### src/design/tcls_pkg.sv
package tcls_pkg;

    // result codes
    typedef enum logic [2:0] {
        TT_INT   = 3'd0,
        TT_DBL   = 3'd1,
        TT_STR   = 3'd2,
        TT_FALSE = 3'd3,
        TT_TRUE  = 3'd4
    } t_token_type;

    localparam int          TRUE_LEN  = 4;
    localparam int          FALSE_LEN = 5;
    localparam int          NUM_SPELL = 3;
    localparam logic [2:0]  POS_LIMIT = 3'd6;

    // spellings: upper case, capitalized, lower case
    localparam logic [7:0] TRUE_SPELL [NUM_SPELL][TRUE_LEN] = '{
        '{8'h54, 8'h52, 8'h55, 8'h45},
        '{8'h54, 8'h72, 8'h75, 8'h65},
        '{8'h74, 8'h72, 8'h75, 8'h65}
    };
    localparam logic [7:0] FALSE_SPELL [NUM_SPELL][FALSE_LEN] = '{
        '{8'h46, 8'h41, 8'h4C, 8'h53, 8'h45},
        '{8'h46, 8'h61, 8'h6C, 8'h73, 8'h65},
        '{8'h66, 8'h61, 8'h6C, 8'h73, 8'h65}
    };

    // per-token scan state
    typedef struct packed {
        logic       digit_seen;
        logic [1:0] dot_count;
        logic [1:0] sign_count;
        logic       exponent_seen;
        logic       other_seen;
        logic       exponent_verdict;
        logic [2:0] char_position;
        logic [2:0] true_match;
        logic [2:0] false_match;
        logic       first_is_tf;
    } t_tok_state;

    localparam t_tok_state TOK_CLEAR = '{
        digit_seen:       1'b0,
        dot_count:        2'd0,
        sign_count:       2'd0,
        exponent_seen:    1'b0,
        other_seen:       1'b0,
        exponent_verdict: 1'b0,
        char_position:    3'd0,
        true_match:       3'b111,
        false_match:      3'b111,
        first_is_tf:      1'b0
    };

endpackage

### src/design/tcls_track.sv
module tcls_track (
    input  logic                i_clk,
    input  logic                i_rst_n,
    input  logic                i_step,
    input  logic [7:0]          i_char,
    input  logic                i_last,
    input  logic                i_empty,
    output tcls_pkg::t_tok_state o_next
);
    import tcls_pkg::*;

    t_tok_state r_state;
    t_tok_state n_state;

    // sat-at-two increment
    function automatic logic [1:0] f_sat2(input logic [1:0] v);
        logic [1:0] res;
        res = (v >= 2'd2) ? 2'd2 : v + 2'd1;
        return res;
    endfunction

    always_comb begin
        logic [2:0] pos;
        pos = r_state.char_position;
        o_next = r_state;
        if (pos == 3'd0) begin
            o_next.first_is_tf = (i_char == 8'h54) || (i_char == 8'h46) ||
                                 (i_char == 8'h74) || (i_char == 8'h66);
        end
        priority if (i_char >= 8'h30 && i_char <= 8'h39) begin
            o_next.digit_seen = 1'b1;
        end else if (i_char == 8'h2E) begin
            o_next.dot_count = f_sat2(r_state.dot_count);
        end else if (i_char == 8'h2B || i_char == 8'h2D) begin
            o_next.sign_count = f_sat2(r_state.sign_count);
        end else if (i_char == 8'h65 || i_char == 8'h45) begin
            o_next.exponent_seen    = 1'b1;
            o_next.exponent_verdict = r_state.digit_seen & ~i_last;
        end else begin
            o_next.other_seen = 1'b1;
        end
        for (int k = 0; k < NUM_SPELL; k++) begin
            if (pos < 3'(TRUE_LEN) && TRUE_SPELL[k][pos[1:0]] != i_char) begin
                o_next.true_match[k] = 1'b0;
            end
            if (pos < 3'(FALSE_LEN) && FALSE_SPELL[k][pos] != i_char) begin
                o_next.false_match[k] = 1'b0;
            end
        end
        o_next.char_position = (pos >= POS_LIMIT - 3'd1) ? POS_LIMIT : pos + 3'd1;
    end

    // token ends on last char or empty item
    always_comb begin
        n_state = r_state;
        if (i_step) begin
            n_state = (i_empty || i_last) ? TOK_CLEAR : o_next;
        end
    end

    always_ff @(posedge i_clk) begin
        if (!i_rst_n) begin
            r_state <= TOK_CLEAR;
        end else begin
            r_state <= n_state;
        end
    end

endmodule

### src/design/tcls_decide.sv
module tcls_decide (
    input  tcls_pkg::t_tok_state  i_state,
    input  logic                  i_empty,
    output tcls_pkg::t_token_type o_type
);
    import tcls_pkg::*;

    t_token_type w_kind;

    always_comb begin
        priority if (i_state.exponent_seen && !i_state.other_seen) begin
            w_kind = i_state.exponent_verdict ? TT_DBL : TT_STR;
        end else if (i_state.other_seen) begin
            w_kind = TT_STR;
        end else if (i_state.sign_count >= 2'd2) begin
            w_kind = TT_STR;
        end else if (i_state.dot_count >= 2'd2) begin
            w_kind = TT_STR;
        end else if (i_state.dot_count == 2'd1) begin
            w_kind = TT_DBL;
        end else begin
            w_kind = TT_INT;
        end
    end

    // empty token gives int; boolean override of short strings starting with t or f
    always_comb begin
        o_type = w_kind;
        if (i_empty) begin
            o_type = TT_INT;
        end else if (w_kind == TT_STR && i_state.char_position < POS_LIMIT &&
                     i_state.first_is_tf) begin
            if (i_state.char_position == 3'd5 && i_state.false_match != 3'b000) begin
                o_type = TT_FALSE;
            end else if ((i_state.char_position == 3'd4 ||
                          i_state.char_position == 3'd5) &&
                         i_state.true_match != 3'b000) begin
                o_type = TT_TRUE;
            end
        end
    end

endmodule

### src/design/token_type_classifier.sv
// an accepted input transaction passes the input register, then the result register, to o_valid
// throughput: one character per cycle, sustained while the result side keeps up
// a character that ends a token waits for room in the output register
// reset: synchronous active-low i_rst_n clears both stage valids and the token state
// no clearing pass; the block takes a transaction in the first cycle after reset
module token_type_classifier (
    input  logic       i_clk,
    input  logic       i_rst_n,
    input  logic       i_valid,
    output logic       o_ready,
    input  logic [7:0] i_char_code,
    input  logic       i_last_char,
    input  logic       i_empty_token,
    output logic       o_valid,
    input  logic       i_ready,
    output logic [2:0] o_token_type
);
    import tcls_pkg::*;

    // input register stage
    logic        r_in_valid;
    logic [7:0]  r_in_char;
    logic        r_in_last;
    logic        r_in_empty;

    // result register stage
    logic        r_out_valid;
    t_token_type r_out_type;

    logic        w_emits;     // staged char closes a token
    logic        w_out_free;  // result register can take a value
    logic        w_step;      // staged char is consumed this cycle
    t_tok_state  w_next;
    t_token_type w_kind;

    assign w_emits    = r_in_empty | r_in_last;
    assign w_out_free = ~r_out_valid | i_ready;
    // a char that produces no result never waits on the output side
    assign w_step     = r_in_valid & (~w_emits | w_out_free);
    assign o_ready    = ~r_in_valid | w_step;

    always_ff @(posedge i_clk) begin
        if (!i_rst_n) begin
            r_in_valid <= 1'b0;
        end else if (i_valid && o_ready) begin
            r_in_valid <= 1'b1;
        end else if (w_step) begin
            r_in_valid <= 1'b0;
        end
    end

    // payload, no reset
    always_ff @(posedge i_clk) begin
        if (i_valid && o_ready) begin
            r_in_char  <= i_char_code;
            r_in_last  <= i_last_char;
            r_in_empty <= i_empty_token;
        end
    end

    // counters, flags and prefix masks of the token in progress
    tcls_track u_track (
        .i_clk   (i_clk),
        .i_rst_n (i_rst_n),
        .i_step  (w_step),
        .i_char  (r_in_char),
        .i_last  (r_in_last),
        .i_empty (r_in_empty),
        .o_next  (w_next)
    );

    // verdict from the state including the closing char
    tcls_decide u_decide (
        .i_state (w_next),
        .i_empty (r_in_empty),
        .o_type  (w_kind)
    );

    always_ff @(posedge i_clk) begin
        if (!i_rst_n) begin
            r_out_valid <= 1'b0;
        end else if (w_step && w_emits) begin
            r_out_valid <= 1'b1;
        end else if (i_ready) begin
            r_out_valid <= 1'b0;
        end
    end

    always_ff @(posedge i_clk) begin
        if (w_step && w_emits) begin
            r_out_type <= w_kind;
        end
    end

    assign o_valid      = r_out_valid;
    assign o_token_type = r_out_type;

endmodule

### config.mk
export PLATFORM = sky130hd
export DESIGN_NAME = token_type_classifier
export DESIGN_NICKNAME = d
export VERILOG_FILES = /design/src/design/tcls_pkg.sv /design/src/design/tcls_track.sv /design/src/design/tcls_decide.sv /design/src/design/token_type_classifier.sv
export SDC_FILE = /design/constraint.sdc
export NUM_CORES = 1
export LEC_CHECK = 0
export ABC_AREA = 1
export BUFFER_PORTS_ARGS = -buffer_cell sky130_fd_sc_hd__buf_2
export CORE_MARGIN = 4
export CORE_UTILIZATION = 45
export DETAILED_ROUTE_END_ITERATION = 6
export PLACE_DENSITY = 0.64
export SLEW_MARGIN = 20
export SYNTH_ARGS = -nofsm -noshare
export SYNTH_HDL_FRONTEND = slang
export SYNTH_SLANG_ARGS = --single-unit
### constraint.sdc
create_clock -name i_clk -period 3.05 [get_ports i_clk]
set_input_delay 0.305 -clock i_clk [delete_from_list [all_inputs] [get_ports i_clk]]
set_output_delay 0.305 -clock i_clk [all_outputs]
set_load 0.01 [all_outputs]
After elaboration in Yosys (flattened, before gate mapping)
Memories as Yosys holds them, arrays and structs flattened.
Cells that the tools add are included.
{"block": "word_totals", "romBits": 192, "memories": 3, "register_bits": 33, "word_cells": 142, "out_inout_bits": 5, "inputBits": 14}
{"name": "(name not given)", "depth": 8, "width": 8, "read_ports": 1, "rd_clocked_by_memory_dff": 0, "wr": 0, "line": "tcls_track.sv:46", "source": "if (pos < 3'(FALSE_LEN) && FALSE_SPELL[k][pos] != i_char) begin"}
{"name": "(name not given)", "depth": 8, "width": 8, "read_ports": 1, "rd_clocked_by_memory_dff": 0, "wr": 0, "line": "tcls_track.sv:46"}
{"name": "(name not given)", "depth": 8, "width": 8, "read_ports": 1, "rd_clocked_by_memory_dff": 0, "wr": 0, "line": "tcls_track.sv:46"}
{"block": "classes", "bitwise_logic": 12, "reduce_logical": 29, "n_addsub": 3, "muxes": 48, "n_lt_le_gt_ge": 12, "n_eq_ne": 19}
{"operator": "8-bit two-way mux", "count": 12}
{"operator": "8-bit binary-select mux with 2-bit select", "count": 3}
{"operator": "8-bit by 7-bit == test with 1-bit output (second input constant)", "count": 6}
{"operator": "8-bit != test", "count": 6}
{"operator": "3-bit two-way mux", "count": 9}
{"operator": "8-bit by 6-bit == test with 1-bit output (second input constant)", "count": 3}
{"operator": "18-bit two-way mux", "count": 1}
{"operator": "1-bit two-way mux", "count": 16}
{"operator": "1-bit logical AND", "count": 14}
{"operator": "2-bit two-way mux", "count": 5}
{"operator": "3-bit < comparator (second input constant)", "count": 3}
{"operator": "2-bit >= comparator (second input constant)", "count": 4}
{"operator": "8-bit by 6-bit >= comparator with 1-bit output (second input constant)", "count": 1}
{"operator": "8-bit by 6-bit less-or-equal comparator with 1-bit output (second input constant)", "count": 1}
{"operator": "1-bit logical OR", "count": 7}
{"operator": "7-bit two-way mux", "count": 1}
{"operator": "3-bit == test (second input constant)", "count": 2}
{"operator": "3-bit >= comparator (second input constant)", "count": 2}
{"operator": "2-bit nonzero test", "count": 3}
{"operator": "3-bit nonzero test", "count": 2}
{"operator": "5-bit two-way mux", "count": 1}
{"operator": "2-bit by 1-bit adder with 2-bit output (second input constant)", "count": 2}
{"operator": "4-bit >= comparator (second input constant)", "count": 1}
{"operator": "1-bit NOT", "count": 4}
{"operator": "10 further kinds", "count": 14}

Longest topological paths before layout
Gate-level depths: netlist of the first run.
{"block": "logic_depth", "depth_word": 16, "mapped_depth": 14, "ltp_nobuf": 13}

Cells and area by module
Synthesis of the first run repeated with hierarchy kept, for this count alone.
{"block": "hier_totals", "cells_unflattened": 274, "area_unflattened_um2": 2010.7}
{"module": "tcls_track", "instances": 1, "area_each_um2": 1348.8, "cells_each": 211, "seq_area_each_um2": 360.3}
{"module": "token_type_classifier", "instances": 1, "area_each_um2": 520.5, "cells_each": 31, "seq_area_each_um2": 430.4}
{"module": "tcls_decide", "instances": 1, "area_each_um2": 141.4, "cells_each": 32, "seq_area_each_um2": 0.0}

Least setup slack after synthesis of the first run
No wires, ideal clock.
{"block": "synth_timing", "kind": "register to register", "from": "reg u_track.r_state[7] in the netlist's numbering", "to": "reg r_out_type[2] (netlist: o_token_type[2]), data pin", "path_buffers": 0, "setup_ps": 251, "path_stages_with_launch": 13, "setup_slack_ps": 1209, "period_less_slack_ps": 1841, "t_required_ps": 2799, "arrival_ps": 1590, "path_cell_list": "dfxtp_1 inv_2 ha_1 nor2_1 xor2_1 nor2_1 nand3_1 nand2_1 nand2_1 nand3_1 nand2_1 nand3b_1 nor2_1"}
{"block": "synth_between", "elab_chain_cells": 12, "word_cells_on_any_way": 58, "classes_between": "add/sub: 1; order compare: 4; eq/ne: 8; mux: 26; bitwise: 2; reduce/logical: 14; memory: 3"}
{"item": "from (decl)", "line": "tcls_track.sv:12", "source": "t_tok_state r_state;"}
{"item": "from (signal assigned)", "line": "tcls_track.sv:65", "source": "r_state <= n_state;"}
{"item": "parallel branches: the longest is 11 deep, another holds memory 8 x 8 bit"}
{"item": "3-bit two-way mux (*)", "line": "tcls_decide.sv:31", "source": "end else if (w_kind == TT_STR && i_state.char_position < POS_LIMIT &&"}
{"item": "to (signal assigned)", "line": "token_type_classifier.sv:91", "source": "r_out_type <= w_kind;"}
{"item": "to (decl)", "line": "token_type_classifier.sv:28", "source": "t_token_type r_out_type;"}
Mark *: on every way between the ends. The select of a mux whose other input is x is not followed.
A chain may end at the register's enable or synchronous reset.

Worst setup path after layout of the first run
Ends and elaborated chain as after synthesis.

==> results of run 1 <==
## worst reg2reg max path: stages, from the launching register on
cell,delay (ns)
dfxtp_1,0.48
inv_2,0.10
ha_1,0.32
nor2_1,0.12
xor2_1,0.09
nor2_1,0.19
nand3_1,0.10
nand2_1,0.08
nand2_1,0.07
nand3_1,0.12
nand2_1,0.06
nand3b_1,0.09
nor2_1,0.05
## layer usage
metal | track usage, % | vias up | share of wire [%] | wire, um
met1 | 21.5 | 721 | 48 | 1880
met3 | 4.55 | 4 | 4.3 | 171
met4 | 4.51 | 0 | 0.74 | 29
met5 | 0 | - | 0 | 0
li1 | - | 873 | - | -
met2 | 27.0 | 29 | 47 | 1860
## area by class of cell
cell class                      count  area [sq um]  share of cell area, %
Tap cell                           50          62.6                   2.99
Multi-Input combinational cell    183           923                   44.1
Timing Repair Buffer               19          97.6                   4.66
Clock inverter                      3          17.5                  0.836
Sequential cell                    33           791                   37.8
Clock buffer                        5          68.8                   3.29
Inverter                           34           134                   6.39
## power by group through the flow
| stage | logic, mW | clock network, mW | registers (mW) |
|---|---|---|---|
| finish | 0.0875 | 0.325 | 0.492 |
| global route | 0.100 | 0.355 | 0.494 |
| CTS | 0.0877 | 0.333 | 0.492 |
| detailed placement | 0.0875 | 0 | 0.502 |
| global placement | 0.0859 | 0 | 0.502 |
| floorplan | 0.0650 | 0 | 0.497 |
## logic make-up after synthesis
kind of cell               count (synthesis)  share of synthesized area (%)
buffers and inverters                     38                           9.09
adders and majority gates                  5                           3.32
DFF                                       33                           41.9
and+or+nand+nor                          142                           34.2
xor gates and xnor gates                   5                           2.32
AOI/OAI and AO/OA                         31                           9.09
## Yosys cell counts, drive strengths merged
| library cell | number | area share (%) |
|---|---|---|
| clkbuf | 1 | 0.20 |
| inv | 32 | 6.6 |
| nor2 | 27 | 6.3 |
| ha | 5 | 3.3 |
| nor3b | 1 | 0.40 |
| edfxtp | 13 | 21 |
| buf | 3 | 1.8 |
| clkinv | 2 | 0.46 |
| a31oi | 1 | 0.33 |
| or2 | 1 | 0.33 |
| o21ai | 8 | 2.3 |
| nand3b | 2 | 0.80 |
| nand2 | 80 | 17 |
| xor2 | 5 | 2.3 |
| nor3 | 1 | 0.27 |
| nand4 | 7 | 2.7 |
| dfxtp | 20 | 21 |
| a211oi | 3 | 1.2 |
| nand3 | 23 | 6.9 |
| a21oi | 19 | 5.2 |
## sequential cells by signal (all words and copies together) (netlist names)
signal	cells
r_in_valid	1
o_valid	1
u_track.r_state	18
o_token_type	3
r_in_char	8
r_in_empty	1
r_in_last	1
## metrics by stage
stage | std cells | total power, mW | utilization, % | setup slack, ns
after global placement | 319 | 0.587 | 49.8 | 0.997
final | 327 | 0.904 | 52.0 | 0.941
after CTS | 327 | 0.912 | 52.0 | 0.932
after detailed placement | 319 | 0.589 | 49.8 | 0.942
after global routing | 327 | 0.950 | 52.0 | 0.682
after floorplan | 254 | 0.562 | - | 1.21
## worst max-delay path by stage
stage                                   from  cells past startpoint         endpoint  slack (ns)
final                     u_track.r_state[7]                     12  o_token_type[2]        0.94
after global routing      u_track.r_state[7]                     12  o_token_type[2]        0.68
after CTS                 u_track.r_state[7]                     12  o_token_type[2]        0.93
after detailed placement  u_track.r_state[7]                     12  o_token_type[2]        0.94
after global placement    u_track.r_state[7]                     12  o_token_type[2]         1.0
after floorplan           u_track.r_state[7]                     12  o_token_type[2]        1.21
==> summary.txt, run 1 <==
Critical path
  – CP max stage delay: 0.48 ns
  – Worst Path Arrival: 2.16 ns
  – CP bufs+invs: 1
  – R2r endpoint: o_token_type[2]
  – R2R cell count: 12
  – Top delay family on crit path: simple AND/OR/NAND/NOR gates
  – Crit-path max FO: 8
  – Critical path type: reg2reg
  – Worst Path Required: 3.10 ns
  – CP Launch Type: register
  – Reg2Reg Setup Slack: 0.94 ns
  – Worst R2R Start: u_track.r_state[7]
  – Critical Path, Cell by Cell: inv_2 > ha_1 > nor2_1 > xor2_1 > nor2_1 > nand3_1 > nand2_1 > nand2_1 > nand3_1 > nand2_1 > nand3b_1 > nor2_1
  – Crit path capture type: register
  – Slowest cell on the critical path: dfxtp_1

Logic synthesis
  – Unique masters post-synth: 31
  – Mapped Nets: 273
  – Avg Inst Size Synth: 7.42 sq um
  – Cells after Synth: 254
  – Netlist Area Pre-Place: 1890 sq um
  – YS warnings: 0
  – Yosys reg bits: 33
  – Seq/Total Area, Yosys: 41.9%

Min path
  – Min-Delay Path Depth: 1
  – Hold_sp: i_char_code[5]
  – Worst hold path type: in2reg
  – Worst Hold Path EP: r_in_char[5]

Placement
  – PortBufs: 18
  – Dpl cell area: 2010 sq um
  – HPWL after DPL: 3090 um
  – GP Congestion: 0.863

STA
  – Min Hold Slack: 0.189 ns
  – Rel. slew slack: 73.1%
  – Setup Skew: 0.0131 ns
  – Setup TNS Final: 0 ns
  – Count of final hold-check violations: 0
  – Final setup fails: 0
  – Fmax: 0.474 GHz
  – Max-slew violations: 0
  – Worst-Margin Slew: 0.403 ns
  – Final Cycle Share: 69.1%
  – Min Tclk post-route: 2.11 ns
  – RSZ-0062 raised after global routing: false

Route
  – TritonRoute pass-1 iters: 4
  – ANT nets after route: 0
  – Remaining routing DRC violations: 0
  – DR WL/cell: 12.0 um
  – Total wire length: 3940 um
  – Vias per cell: 4.98
  – Via count: 1627
  – Drt initial violations: 67

Floorplanning
  – Area of the core: 4030 sq um
  – Die Area: 5290 sq um
  – Ports: 19
  – Die X: 72.7 um
  – Starting Density: 46.8%
  – # rows: 23
  – Die height: 72.7 um

Cells and area
  – Fin nets: 295
  – Most common cell after layout, fill and taps aside: nand2_1
  – Fin area: 2090 sq um
  – FILL cells: 400
  – Layout cells sized above 1: 17.3%
  – Inserted Diodes: 0
  – P&R area growth vs syn: 11.1%
  – Commonest non-fill, non-tap cells in the layout: 75 x nand2_1, 29 x inv_1, 22 x nor2_1, 20 x nand3_1, 20 x dfxtp_1

Clock network
  – Post-CTS Setup Repair Bufs: 0
  – CTS resizes: 0
  – CTS buffer count: 5
  – Clock transition at path regs: 0.08 ns
  – CTS Buffer Depth: 2
  – CTS Sinks: 33
  – CTS tree: built
  – CTS Root Cell: clkbuf_8
  – Htree depth: 2
  – Worst-Skew Late Latency: 0.28 ns
  – Post-CTS Hold Buffers: 0

Run
  – Number of max-cap violations: 0

Power
  – Power density over the cells: 432 nW/um^2
  – Seq pwr share: 54.4%
  – Clk network pwr share: 35.9%
  – Max IR drop VDD: 0.000340 V
  – Sw power: 0.240 mW
  – Switch share: 26.5%
  – Internal Power: 0.664 mW
  – Logic gate share of total power: 9.7%
  – Leakage power: 0.941 nW

Global routing
  – Initial antenna violation count: 0
  – Vias in the first global route: 1492
  – GRT Total Usage: 16.5%
  – First-pass GRT wire length: 6710 um
  – Largest net degree at the start of global routing: 16
  – Overflow after GRT: 0

Status
  – Outcome: completed
No activity file was read; power rests on OpenSTA's default activity.
==> inputs of run 2 (changes only) <==
==> constraint.sdc (replaced) <==
create_clock -name i_clk -period 2.1 [get_ports i_clk]
set_input_delay 0.21 -clock i_clk [delete_from_list [all_inputs] [get_ports i_clk]]
set_output_delay 0.21 -clock i_clk [all_outputs]
set_load 0.01 [all_outputs]
==> summary.txt, run 2 (synthesized netlist as in run 1, its figures left out) <==
Status
  – Outcome: completed (unchanged)

Floorplanning
  – Die X: 72.7 um (unchanged)
  – Die Area: 5290 sq um (unchanged)
  – Ports: 19 (unchanged)
  – Die height: 72.7 um (unchanged)
  – Starting Density: 46.8% (unchanged)
  – # rows: 23 (unchanged)
  – Area of the core: 4030 sq um (unchanged)

Power
  – Power density over the cells: 621 nW/um^2 (was 432 nW/um^2)
  – Max IR drop VDD: 0.000463 V (was 0.000340 V)
  – Leakage power: 0.953 nW (was 0.941 nW)

Placement
  – PortBufs: 18 (unchanged)
  – GP Congestion: 0.877 (was 0.863)
  – HPWL after DPL: 3030 um (was 3090 um)
  – Placed Cells: 321 (was 319)

Clock network
  – Htree depth: 2 (unchanged)
  – Clock transition at path regs: 0.08 ns (about the same)
  – Worst-Skew Late Latency: 0.29 ns (was 0.28 ns)
  – CTS Buffer Depth: 2 (unchanged)
  – Post-CTS Setup Repair Bufs: 0 (unchanged)
  – CTS Sinks: 33 (unchanged)
  – CTS Root Cell: clkbuf_8 (unchanged)
  – CTS buffer count: 5 (unchanged)
  – CTS tree: built (unchanged)

Cells and area
  – Inserted Diodes: 0 (unchanged)
  – Most common cell after layout, fill and taps aside: nand2_1 (unchanged)
  – Layout cells sized above 1: 19.4% (was 17.3%)
  – Non-Filler Instances: 329 (was 327)
  – Top reg by flops: u_track.r_state (unchanged)
  – FILL cells: 401 (was 400)
  – Fin nets: 297 (was 295)
  – Multi-input logic area: 928 sq um (was 923 sq um)
  – Largest register FFs: 18 (unchanged)
  – P&R area growth vs syn: 12.5% (was 11.1%)
  – FF/Latch Area: 798 sq um (was 791 sq um)
  – Final core utilization: 52.7% (was 52.0%)
  – Commonest non-fill, non-tap cells in the layout: 74 x nand2_1, 29 x inv_1, 21 x nor2_1, 20 x nand3_1 (was 75 x nand2_1, 29 x inv_1, 22 x nor2_1, 20 x nand3_1, 20 x dfxtp_1)

Global routing
  – First-pass GRT wire length: 6770 um (was 6710 um)
  – Overflow after GRT: 0 (unchanged)
  – Initial antenna violation count: 0 (unchanged)
  – GRT Total Usage: 16.5% (unchanged)
  – Largest net degree at the start of global routing: 15 (was 16)
  – Vias in the first global route: 1531 (was 1492)

STA
  – Setup Skew: 0.0128 ns (was 0.0131 ns)
  – Min Hold Slack: 0.0929 ns (was 0.189 ns)
  – Max-slew violations: 0 (unchanged)
  – Fmax: 0.508 GHz (was 0.474 GHz)
  – Final setup fails: 0 (unchanged)
  – Final Cycle Share: 93.8% (was 69.1%)
  – Min Tclk post-route: 1.97 ns (was 2.11 ns)
  – Rel. slew slack: 74.3% (was 73.1%)
  – Count of final hold-check violations: 0 (unchanged)
  – Worst-Margin Slew: 0.385 ns (was 0.403 ns)

Critical path
  – Worst Path Arrival: 2.03 ns (was 2.16 ns)
  – CP Launch Type: register (unchanged)
  – Worst R2R Start: u_track.r_state[7] (unchanged)
  – Worst Path Required: 2.16 ns (was 3.10 ns)
  – Crit-path max FO: 8 (unchanged)
  – Critical path type: reg2reg (unchanged)
  – Crit path capture type: register (unchanged)
  – Worst setup startpoint: u_track.r_state[7] (unchanged)

Route
  – Total wire length: 3920 um (was 3940 um)
  – Drt initial violations: 85 (was 67)
  – TritonRoute pass-1 iters: 4 (unchanged)
  – Via count: 1656 (was 1627)
  – ANT nets after route: 0 (unchanged)
  – DR WL/cell: 11.9 um (was 12.0 um)
  – Remaining routing DRC violations: 0 (unchanged)
  – Vias per cell: 5.03 (was 4.98)

Min path
  – Hold_sp: i_char_code[4] (was i_char_code[5])
  – Worst hold path type: in2reg (unchanged)

Run
  – Number of max-cap violations: 0 (unchanged)
## run 2: cell types whose count changed in the layout (fill, tap and decap cells not counted)
cell     before  now
dfxtp_4       0    2
dfxtp_1      20   18
nor2_1       22   21
buf_4         1    3
nand2_1      75   74
nand2_2       5    6
nor2_2        4    5
## run 2: layer usage
layer  routed length [um]  GRT usage, %  vias to the layer above
met5                    0             0                        -
met4                   69          6.35                        0
met3                  146          4.27                        9
met2                 1830          26.3                       26
met1                 1880          21.5                      746
li1                     -             -                      875
## run 2: power breakdown
group | internal, mW | switching [mW] | total (mW) | leakage, nW
sequential | 0.691 | 0.0216 | 0.713 | 0.291
clock | 0.229 | 0.246 | 0.475 | 0.0439
combinational | 0.0450 | 0.0847 | 0.130 | 0.618
total | 0.965 | 0.353 | 1.32 | 0.953
## run 2: worst paths after layout
kind / endpoint / slack [ns] / cells past startpoint
worst min register to register: u_track.r_state[17] / 0.47 / 2
worst max-delay path: o_token_type[2] / 0.13 / 12
worst max register to register: o_token_type[2] / 0.13 / 12
worst min-delay path: r_in_char[4] / 0.09 / 1
## run 2: critical path, stage by stage (launching register included)
cell	delay, ns
dfxtp_4	0.40
inv_2	0.06
ha_1	0.31
nor2_1	0.12
xor2_1	0.09
nor2_2	0.17
nand3_1	0.10
nand2_1	0.09
nand2_1	0.07
nand3_1	0.12
nand2_1	0.08
nand3b_1	0.10
nor2_1	0.04
## run 2: layout make-up
cell class                 count  share of cell area, %
clock buffer                   5                   3.24
tap                           50                   2.95
timing repair buffer          21                   5.31
sequential                    33                   37.6
clock inverter                 3                  0.825
inverter                      34                   6.31
multi-input combinational    183                   43.7
## run 2: repair_timing
| item | CTS | global route |
|---|---|---|
| hold buffers | 0 | 0 |
| resized for setup | 1 | 5 |
| setup endpoints to repair | 1 | 3 |
## run 2: stage by stage
stage / power [mW] / setup slack, ns / TNS (ns) / cell area, sq um
floorplan: 0.817 / 0.259 / 0 / 1890
global placement: 0.856 / 0.0218 / 0 / 2020
detailed placement: 0.858 / -0.0369 / -0.0369 / 2020
CTS: 1.33 / 0.0176 / 0 / 2110
global route: 1.38 / -0.0138 / -0.0138 / 2120
finish: 1.32 / 0.131 / 0 / 2120
